## src/hw/rtl/rhsv_pkg.sv

```systemverilog
// Shared types and constants for the 10-bit RGB to HSV pixel pipeline.
// No dependencies; imported by every rhsv_* module.
`timescale 1ns / 1ps

package rhsv_pkg;

    localparam int DATA_W         = 10;
    localparam int NUM_W          = 2 * DATA_W;          // widest dividend: 1023 * diff
    localparam int QUO_W          = DATA_W;
    localparam int BITS_PER_STAGE = 2;
    localparam int DIV_STAGES     = QUO_W / BITS_PER_STAGE;
    localparam int TDATA_W        = 32;                  // 3 x 10 bits, padded to bytes

    localparam logic [DATA_W-1:0] HSV_FULL      = 10'd1023;
    localparam logic [7:0]        HSV_SECTOR    = 8'd171;
    localparam logic [DATA_W-1:0] HSV_OFS_RED   = 10'd0;
    localparam logic [DATA_W-1:0] HSV_OFS_GREEN = 10'd341;
    localparam logic [DATA_W-1:0] HSV_OFS_BLUE  = 10'd682;

    // one restoring division in flight
    typedef struct packed {
        logic [NUM_W-1:0]  rem;
        logic [DATA_W-1:0] den;
        logic [QUO_W-1:0]  quo;
    } rhsv_div_t;

    // pixel state carried through the divider stages
    typedef struct packed {
        rhsv_div_t         sat;
        rhsv_div_t         hue;
        logic              neg;     // hue difference was negative
        logic [DATA_W-1:0] ofs;     // hue sector offset
        logic              black;   // max == 0
        logic              grey;    // max == min
        logic [DATA_W-1:0] val;
    } rhsv_pix_t;

endpackage

```

## src/hw/rtl/rgb_to_hsv_10bit_top.sv

```systemverilog
// 10-bit RGB to HSV converter, streaming in and out one pixel word per clock while the
// output is not stalled. Each pixel passes from input to output register through two
// front stages (max/min and sector pick, then dividend setup), five divider stages
// that each resolve two quotient bits of both divisions, and one output stage.
// Throughput is one word per clock while the output does not stall; every stage carries
// its own valid bit and a stalled output back-pressures only as far as the pipeline is full.
// Depends on rhsv_pkg, rhsv_front, rhsv_div_stage, rhsv_out.
`timescale 1ns / 1ps

module rgb_to_hsv_10bit_top (
    input  logic                         clk,
    input  logic                         rst_n,
    input  logic                         s_axis_tvalid,
    output logic                         s_axis_tready,
    input  logic [rhsv_pkg::TDATA_W-1:0] s_axis_tdata,   // red[9:0], green[19:10], blue[29:20]
    output logic                         m_axis_tvalid,
    input  logic                         m_axis_tready,
    output logic [rhsv_pkg::TDATA_W-1:0] m_axis_tdata    // hue[9:0], saturation[19:10],
                                                         // brightness[29:20]
);
    import rhsv_pkg::*;

    logic              valid [DIV_STAGES+1];
    logic              ready [DIV_STAGES+1];
    rhsv_pix_t         pix   [DIV_STAGES+1];
    logic [DATA_W-1:0] hue;
    logic [DATA_W-1:0] saturation;
    logic [DATA_W-1:0] brightness;

    rhsv_front u_front (
        .clk       (clk),
        .rst_n     (rst_n),
        .in_valid  (s_axis_tvalid),
        .in_ready  (s_axis_tready),
        .red       (s_axis_tdata[DATA_W-1:0]),
        .green     (s_axis_tdata[2*DATA_W-1:DATA_W]),
        .blue      (s_axis_tdata[3*DATA_W-1:2*DATA_W]),
        .out_valid (valid[0]),
        .out_ready (ready[0]),
        .out_pix   (pix[0])
    );

    for (genvar i = 0; i < DIV_STAGES; i++)
    begin : g_div
        rhsv_div_stage #(
            .STAGE (i)
        ) u_div (
            .clk       (clk),
            .rst_n     (rst_n),
            .in_valid  (valid[i]),
            .in_ready  (ready[i]),
            .in_pix    (pix[i]),
            .out_valid (valid[i+1]),
            .out_ready (ready[i+1]),
            .out_pix   (pix[i+1])
        );
    end

    rhsv_out u_out (
        .clk        (clk),
        .rst_n      (rst_n),
        .in_valid   (valid[DIV_STAGES]),
        .in_ready   (ready[DIV_STAGES]),
        .in_pix     (pix[DIV_STAGES]),
        .out_valid  (m_axis_tvalid),
        .out_ready  (m_axis_tready),
        .hue        (hue),
        .saturation (saturation),
        .brightness (brightness)
    );

    assign m_axis_tdata = {{(TDATA_W-3*DATA_W){1'b0}}, brightness, saturation, hue};

endmodule

```

## src/hw/rtl/rhsv_front.sv

```systemverilog
// Front end: max/min/sector pick (stage 1), then dividend/divisor setup (stage 2).
// Depends on rhsv_pkg.
`timescale 1ns / 1ps

module rhsv_front (
    input  logic                       clk,
    input  logic                       rst_n,
    input  logic                       in_valid,
    output logic                       in_ready,
    input  logic [rhsv_pkg::DATA_W-1:0] red,
    input  logic [rhsv_pkg::DATA_W-1:0] green,
    input  logic [rhsv_pkg::DATA_W-1:0] blue,
    output logic                       out_valid,
    input  logic                       out_ready,
    output rhsv_pkg::rhsv_pix_t        out_pix
);
    import rhsv_pkg::*;

    typedef struct packed {
        logic [DATA_W-1:0] val;
        logic [DATA_W-1:0] diff;
        logic [DATA_W:0]   dif_sgn;   // signed difference of the other two channels
        logic [DATA_W-1:0] ofs;
    } rhsv_sort_t;

    // stage 1
    logic              s1_valid_reg;
    rhsv_sort_t        s1_reg;
    rhsv_sort_t        s1_next;
    logic              s1_ready;
    logic [DATA_W-1:0] mx;
    logic [DATA_W-1:0] mn;

    // stage 2
    logic              s2_valid_reg;
    rhsv_pix_t         s2_reg;
    rhsv_pix_t         s2_next;
    logic              s2_ready;
    logic [DATA_W:0]   mag_full;
    logic [DATA_W-1:0] mag;
    logic [17:0]       hue_prod;

    assign s2_ready = !s2_valid_reg || out_ready;
    assign s1_ready = !s1_valid_reg || s2_ready;
    assign in_ready = s1_ready;

    always_comb
    begin
        mx = (red > green) ? ((red > blue) ? red : blue) : ((green > blue) ? green : blue);
        mn = (red < green) ? ((red < blue) ? red : blue) : ((green < blue) ? green : blue);
        s1_next.val  = mx;
        s1_next.diff = mx - mn;
        // ties: red first, then green
        if (mx == red)
        begin
            s1_next.ofs     = HSV_OFS_RED;
            s1_next.dif_sgn = {1'b0, green} - {1'b0, blue};
        end
        else if (mx == green)
        begin
            s1_next.ofs     = HSV_OFS_GREEN;
            s1_next.dif_sgn = {1'b0, blue} - {1'b0, red};
        end
        else
        begin
            s1_next.ofs     = HSV_OFS_BLUE;
            s1_next.dif_sgn = {1'b0, red} - {1'b0, green};
        end
    end

    always_ff @(posedge clk or negedge rst_n)
    begin
        if (!rst_n)
            s1_valid_reg <= 1'b0;
        else if (s1_ready)
            s1_valid_reg <= in_valid;
    end

    always_ff @(posedge clk)
    begin
        if (s1_ready && in_valid)
            s1_reg <= s1_next;
    end

    always_comb
    begin
        mag_full = s1_reg.dif_sgn[DATA_W] ? (~s1_reg.dif_sgn + 1'b1) : s1_reg.dif_sgn;
        mag      = mag_full[DATA_W-1:0];
        hue_prod = mag * HSV_SECTOR;

        s2_next.val   = s1_reg.val;
        s2_next.ofs   = s1_reg.ofs;
        s2_next.neg   = s1_reg.dif_sgn[DATA_W];
        s2_next.black = (s1_reg.val == '0);
        s2_next.grey  = (s1_reg.diff == '0);

        // 1023 * diff = (diff << 10) - diff
        s2_next.sat.rem = {s1_reg.diff, {DATA_W{1'b0}}} - {{DATA_W{1'b0}}, s1_reg.diff};
        s2_next.sat.den = s2_next.black ? DATA_W'(1) : s1_reg.val;
        s2_next.sat.quo = '0;

        s2_next.hue.rem = {{(NUM_W-18){1'b0}}, hue_prod};
        s2_next.hue.den = s2_next.grey ? DATA_W'(1) : s1_reg.diff;
        s2_next.hue.quo = '0;
    end

    always_ff @(posedge clk or negedge rst_n)
    begin
        if (!rst_n)
            s2_valid_reg <= 1'b0;
        else if (s2_ready)
            s2_valid_reg <= s1_valid_reg;
    end

    always_ff @(posedge clk)
    begin
        if (s2_ready && s1_valid_reg)
            s2_reg <= s2_next;
    end

    assign out_valid = s2_valid_reg;
    assign out_pix   = s2_reg;

endmodule

```

## src/hw/rtl/rhsv_div_stage.sv

```systemverilog
// One divider stage: BITS_PER_STAGE restoring steps on both the saturation
// and hue divisions. Depends on rhsv_pkg.
`timescale 1ns / 1ps

module rhsv_div_stage #(
    parameter int STAGE = 0
) (
    input  logic                clk,
    input  logic                rst_n,
    input  logic                in_valid,
    output logic                in_ready,
    input  rhsv_pkg::rhsv_pix_t in_pix,
    output logic                out_valid,
    input  logic                out_ready,
    output rhsv_pkg::rhsv_pix_t out_pix
);
    import rhsv_pkg::*;

    logic      valid_reg;
    rhsv_pix_t pix_reg;
    rhsv_pix_t pix_next;

    function automatic rhsv_div_t div_step(rhsv_div_t x, int bit_idx);
        rhsv_div_t        y;
        logic [NUM_W-1:0] sub;
        y   = x;
        sub = {{(NUM_W-DATA_W){1'b0}}, x.den} << bit_idx;
        if (x.rem >= sub)
        begin
            y.rem          = x.rem - sub;
            y.quo[bit_idx] = 1'b1;
        end
        return y;
    endfunction

    always_comb
    begin
        pix_next = in_pix;
        for (int j = 0; j < BITS_PER_STAGE; j++)
        begin
            pix_next.sat = div_step(pix_next.sat, QUO_W - 1 - STAGE * BITS_PER_STAGE - j);
            pix_next.hue = div_step(pix_next.hue, QUO_W - 1 - STAGE * BITS_PER_STAGE - j);
        end
    end

    assign in_ready = !valid_reg || out_ready;

    always_ff @(posedge clk or negedge rst_n)
    begin
        if (!rst_n)
            valid_reg <= 1'b0;
        else if (in_ready)
            valid_reg <= in_valid;
    end

    always_ff @(posedge clk)
    begin
        if (in_ready && in_valid)
            pix_reg <= pix_next;
    end

    assign out_valid = valid_reg;
    assign out_pix   = pix_reg;

endmodule

```

## src/hw/rtl/rhsv_out.sv

```systemverilog
// Output stage: applies sign, sector offset and black/grey overrides,
// and holds the result word. Depends on rhsv_pkg.
`timescale 1ns / 1ps

module rhsv_out (
    input  logic                        clk,
    input  logic                        rst_n,
    input  logic                        in_valid,
    output logic                        in_ready,
    input  rhsv_pkg::rhsv_pix_t         in_pix,
    output logic                        out_valid,
    input  logic                        out_ready,
    output logic [rhsv_pkg::DATA_W-1:0] hue,
    output logic [rhsv_pkg::DATA_W-1:0] saturation,
    output logic [rhsv_pkg::DATA_W-1:0] brightness
);
    import rhsv_pkg::*;

    logic              valid_reg;
    logic [DATA_W-1:0] hue_reg;
    logic [DATA_W-1:0] sat_reg;
    logic [DATA_W-1:0] val_reg;
    logic [DATA_W-1:0] hue_next;
    logic [DATA_W-1:0] sat_next;
    logic [DATA_W-1:0] hue_term;

    always_comb
    begin
        // negative hue wraps mod 1024 via 10-bit arithmetic
        hue_term = in_pix.neg ? (~in_pix.hue.quo + 1'b1) : in_pix.hue.quo;
        hue_next = in_pix.grey ? '0 : (in_pix.ofs + hue_term);
        sat_next = in_pix.black ? HSV_FULL : in_pix.sat.quo;
    end

    assign in_ready = !valid_reg || out_ready;

    always_ff @(posedge clk or negedge rst_n)
    begin
        if (!rst_n)
            valid_reg <= 1'b0;
        else if (in_ready)
            valid_reg <= in_valid;
    end

    always_ff @(posedge clk)
    begin
        if (in_ready && in_valid)
        begin
            hue_reg <= hue_next;
            sat_reg <= sat_next;
            val_reg <= in_pix.val;
        end
    end

    assign out_valid  = valid_reg;
    assign hue        = hue_reg;
    assign saturation = sat_reg;
    assign brightness = val_reg;

endmodule

```

## config.mk

```make
export PLATFORM = sky130hd
export DESIGN_NAME = rgb_to_hsv_10bit_top
export DESIGN_NICKNAME = d
export VERILOG_FILES = /design/src/hw/rtl/rhsv_pkg.sv /design/src/hw/rtl/rgb_to_hsv_10bit_top.sv /design/src/hw/rtl/rhsv_front.sv /design/src/hw/rtl/rhsv_div_stage.sv /design/src/hw/rtl/rhsv_out.sv
export SDC_FILE = /design/constraint.sdc
export NUM_CORES = 1
export LEC_CHECK = 0
export ABC_AREA = 1
export BUFFER_PORTS_ARGS = -buffer_cell sky130_fd_sc_hd__buf_4
export CAP_MARGIN = 20
export CORE_MARGIN = 2
export CORE_UTILIZATION = 40
export DETAILED_ROUTE_END_ITERATION = 16
export PLACE_DENSITY = 0.69
export SLEW_MARGIN = 10
export SYNTH_ARGS = -nofsm -noshare
export SYNTH_HDL_FRONTEND = slang
export SYNTH_HIERARCHICAL = 1
export SYNTH_SLANG_ARGS = --single-unit
export TNS_END_PERCENT = 30
```

## constraint.sdc

```tcl
create_clock -name clk -period 6.6 [get_ports clk]
set_input_delay 0.99 -clock clk [delete_from_list [all_inputs] [get_ports clk]]
set_output_delay 0.99 -clock clk [all_outputs]
set_load 0.02 [all_outputs]
```

Word level (Yosys, flattened, before mapping) --
Index checks and enable logic that the tools add are counted.
Storage, ports and cells: flip-flop bits (word level) 575, input bits 36
Operators by class: add/subtract/negate cells 26, multiply operators 1, magnitude comparators 26, equal/unequal tests 2, multiplexer cells 28, bitwise operators 2, reductions and logical operators 26
Operators with widths (count):
- 20-bit 2-to-1 mux | 18
- 10-bit 2-to-1 mux | 8
- 21-bit 2-to-1 mux | 2
- 20-bit by 10-bit >= comparator with 1-bit output | 2
- 20-bit by 11-bit >= comparator with 1-bit output | 2
- 20-bit by 12-bit >= comparator with 1-bit output | 2
- 20-bit by 13-bit >= comparator with 1-bit output | 2
- 20-bit by 14-bit >= comparator with 1-bit output | 2
- 20-bit by 15-bit >= comparator with 1-bit output | 2
- 20-bit by 16-bit >= comparator with 1-bit output | 2
- 20-bit by 17-bit >= comparator with 1-bit output | 2
- 20-bit by 18-bit >= comparator with 1-bit output | 2
- 20-bit by 11-bit subtractor with 20-bit output | 2
- 20-bit by 12-bit subtractor with 20-bit output | 2
- 20-bit by 13-bit subtractor with 20-bit output | 2
- 20-bit by 14-bit subtractor with 20-bit output | 2
- 20-bit by 15-bit subtractor with 20-bit output | 2
- 20-bit by 16-bit subtractor with 20-bit output | 2
- 20-bit by 17-bit subtractor with 20-bit output | 2
- 20-bit by 18-bit subtractor with 20-bit output | 2
- 10-bit by 10-bit subtractor with 11-bit output | 3
- 10-bit > comparator | 3
- 10-bit < comparator | 3
- 10-bit by 1-bit adder with 10-bit output, second input constant | 2
- 14 further kinds | 38

Longest topological paths before layout --
depth after elaboration 10, mapped depth 30, depth with buffers taken out 28

Hierarchy --
Netlist, hierarchy kept.
Modules (own cells, without submodules):
- rhsv_front | times used 1, cells an instance 1068, area an instance 9081.2 um^2, sequential area each 3233.1 um^2
- rhsv_div_stage (g_div[4].u_div) | times used 1, cells an instance 937, area an instance 7488.4 um^2, sequential area each 3118.0 um^2
- rhsv_div_stage (g_div[3].u_div) | times used 1, cells an instance 821, area an instance 6993.0 um^2, sequential area each 3118.0 um^2
- rhsv_div_stage (g_div[2].u_div) | times used 1, cells an instance 757, area an instance 6668.9 um^2, sequential area each 3118.0 um^2
- rhsv_div_stage (g_div[1].u_div) | times used 1, cells an instance 697, area an instance 6377.4 um^2, sequential area each 3118.0 um^2
- rhsv_div_stage (g_div[0].u_div) | times used 1, cells an instance 654, area an instance 6138.4 um^2, sequential area each 3118.0 um^2
- rhsv_out | times used 1, cells an instance 173, area an instance 1726.7 um^2, sequential area each 925.9 um^2
- rgb_to_hsv_10bit_top | times used 1, cells an instance 3, area an instance 18.8 um^2, sequential area each 0.0 um^2

Worst setup path after synthesis --
No wires, ideal clock.
kind input-to-reg, start input m_axis_tready, end register g_div[0].u_div.pix_reg (netlist bit g_div[0].u_div/out_pix[0]) (enable), library setup time 0.598 ns, arrival 6.518 ns, required time 6.002 ns, slack -0.517 ns, cell stages on the path 12, path buffers 0, cell sequence inv_1 nand2_1 inv_1 nand2_1 inv_1 nand2_1 inv_1 nand2_1 inv_1 nand2_1 inv_1 a21oi_1
RTL lines:
- from (decl) | line rgb_to_hsv_10bit_top.sv:17 | input logic m_axis_tready,
- to (signal assigned) | line rhsv_div_stage.sv:59 | pix_reg <= pix_next;
- to (decl) | line rhsv_div_stage.sv:20 | rhsv_pix_t pix_reg;

Worst setup path in the final report --
start register u_front/s1_reg[10] in the netlist's numbering, end register u_front.s2_reg (netlist bit u_front/out_pix[57]) (data pin)
Between the ends: longest elaborated chain between the ends 4
RTL lines:
- from (decl) | line rhsv_front.sv:28 | rhsv_sort_t s1_reg;
- from (signal assigned) | line rhsv_front.sv:82 | s1_reg <= s1_next;
- 10-bit NOT | line rhsv_front.sv:87 | mag_full = s1_reg.dif_sgn[DATA_W] ? (~s1_reg.dif_sgn + 1'b1) : s1_reg.dif_sgn;
- 10-bit by 1-bit adder with 10-bit output | line rhsv_front.sv:87
- 10-bit 2-to-1 mux (*) | line rhsv_front.sv:87
- 10-bit by 8-bit multiplier with 18-bit output (*) | line rhsv_front.sv:89 | hue_prod = mag * HSV_SECTOR;
- via u_front.hue_prod[14] | line rhsv_front.sv:41 | logic [17:0] hue_prod;
- to (signal assigned) | line rhsv_front.sv:118 | s2_reg <= s2_next;
- to (decl) | line rhsv_front.sv:36 | rhsv_pix_t s2_reg;
Mark *: on every way through the listed nets, which the timed path passes. The rest lies on a longest branch. A chain may end at the register's enable or synchronous reset.

==> metrics.yaml <==
run_status:
  status: "finished, final reports clean"
critical_path:
  cp.arrival_ps: 5410
  crit_fanout: 6
  cp_num_cells: 21
  path_buf_inv: 5
  max_stage_delay_ps: 500
  cp_top_family: "adder cells"
  slowest_stage: "edfxtp_1"
  crit_chain: "inv_1, ha_1, nand2_1, o41ai_1, xor2_1, inv_1, fa_1, inv_1, fa_1, inv_1, fa_1, inv_1, ha_1, a21oi_1, o211ai_1, nand2_1, nand2_1, a21oi_1, nand3b_1, nand2_1, xor2_1"
  worstSetupEndpointType: "flip-flop"
  start_kind: "flip-flop"
  crit_top_cell: "inv_1"
  r2r_cells: 21
  cp.required_ps: 6970
  path_class: "reg -> reg"
hold_path:
  hold_path.class: "in -> async"
timing:
  setup_viol: 0
  hold_violations: 0
  setup_ws_ps: 1564
  slew_violations: 0
  worst_pin_slew_ps: 933.3
  rsz0062_at_grt: "false"
  fin_crit_sh_pct: 76.31
  period_needed_ps: 5036
  slew_headroom_pct: 37.64
  clock_skew_ps: 29.59
  clock.fmax_ghz: 0.1986
  hold_ws_ps: 170.9
synth:
  netlist_area_sq_mm: 0.04146
  yosysWarningCount: 6
  synthCells: 4787
  synth.avg_cell_area_sq_um: 8.662
routing:
  drc: 0
  routed_wirelength_um: 89900
  drtPass1Iterations: 6
  vias: 30820
  ant_nets: 0
  wl_per_cell_um: 14.32
  vias_per_cell: 4.910
  first_iter_violations: 1877
die:
  row_count: 118
  coreArea_sq_mm: 0.1032
  pin_count: 70
  die_w_um: 326.0
  start_util_pct: 40.18
  die_y_um: 326.0
  fp.dieArea_sq_mm: 0.1063
clock_network:
  cts_resized: 0
  clock-sinks: 599
  path_clk_slew_ps: 60
  cts_hold_buf: 0
  cts-root-buf: "clkbuf_16"
  cts_tree: "done"
  cts_buffers: 57
  htree_levels: 2
  clk_path_buf_depth: 3
  cts_setup_buffers: 0
  clk_latency_ps: 630
global_routing:
  grt_pass1_vias: 29690
  grt_use_total_pct: 16.72
  grt.overflow.total: 0
  grt_pass1_wl_um: 147400
  antenna_found_initial: 1
  grt_max_degree: 64
placement:
  place_ws_ps: 1111
  place_area_sq_mm: 0.04320
  gp_congestion: 0.9056
  dpl.hpwl_um: 72530
  port_buffers: 65
layout:
  drive_gt1_share_pct: 10.25
  design_area_sq_mm: 0.04524
  fill_cells: 9827
  syn_to_final_growth_pct: 9.110
  diodes: 0
  largest_reg_flops: 455
  fin_nets: 5230
run:
  cap_viol_max_count: 0
final cells by class:
class,count,area [sq um],area share [%]
Multi-Input combinational cell,3417,20320,44.90
Clock inverter,38,493.0,1.090
Inverter,696,2628,5.808
Tap cell,1380,1727,3.816
Sequential cell,599,17950,39.67
Clock buffer,68,1499,3.313
Timing Repair Buffer,79,633.1,1.399
worst paths after layout:
path / startpoint / endpoint / slack (ps)
min in group clk: g_div[0].u_div/out_pix[7] / g_div[1].u_div/out_pix[7] / 400
worst min register to register: g_div[0].u_div/out_pix[7] / g_div[1].u_div/out_pix[7] / 400
worst max-delay path: u_front/s1_reg[10] / u_front/out_pix[57] / 1560
max in group asynchronous: rst_n / g_div[3].u_div/out_valid / 6300
worst max register to register: u_front/s1_reg[10] / u_front/out_pix[57] / 1560
worst min-delay path: rst_n / u_front/s1_valid_reg / 170
per-stage QoR:
stage	util, %	instances	setup TNS, ps
finish	43.84	6277	0
global route	43.84	6277	0
global placement	41.85	6168	0
detailed placement	41.86	6169	0
floorplan	-	4809	-51400
CTS	43.79	6275	0
per-layer routing:
layer,wire length [um],global-route usage (%),vias to the layer above
li1,-,-,15950
met1,41720,22.25,14130
met5,11,0,-
met3,3372,1.906,152
met4,2369,4.718,2
met2,42430,28.73,590
cells in the final DEF, fill, tap and decap left out, types with 24 or more instances in the layout:
cell          n
o21ai_0     176
xnor2_1      94
nand3_2      53
nand4_1      78
nand2_1    1295
edfxtp_1    591
nand3_1     309
nand2_2      71
o21ai_1      29
or2_2        35
nor2_1      308
fa_1         44
nor2_2       30
inv_1       654
clkbuf_16    58
nor3_1       41
buf_4        76
ha_1        300
xor2_1      105
a21oi_1     188
conb_1       24
inv_2        34
Power is left out: the tool's default activity adds up to more than one toggle a clock period on the data nets, which glitch-free logic cannot reach.
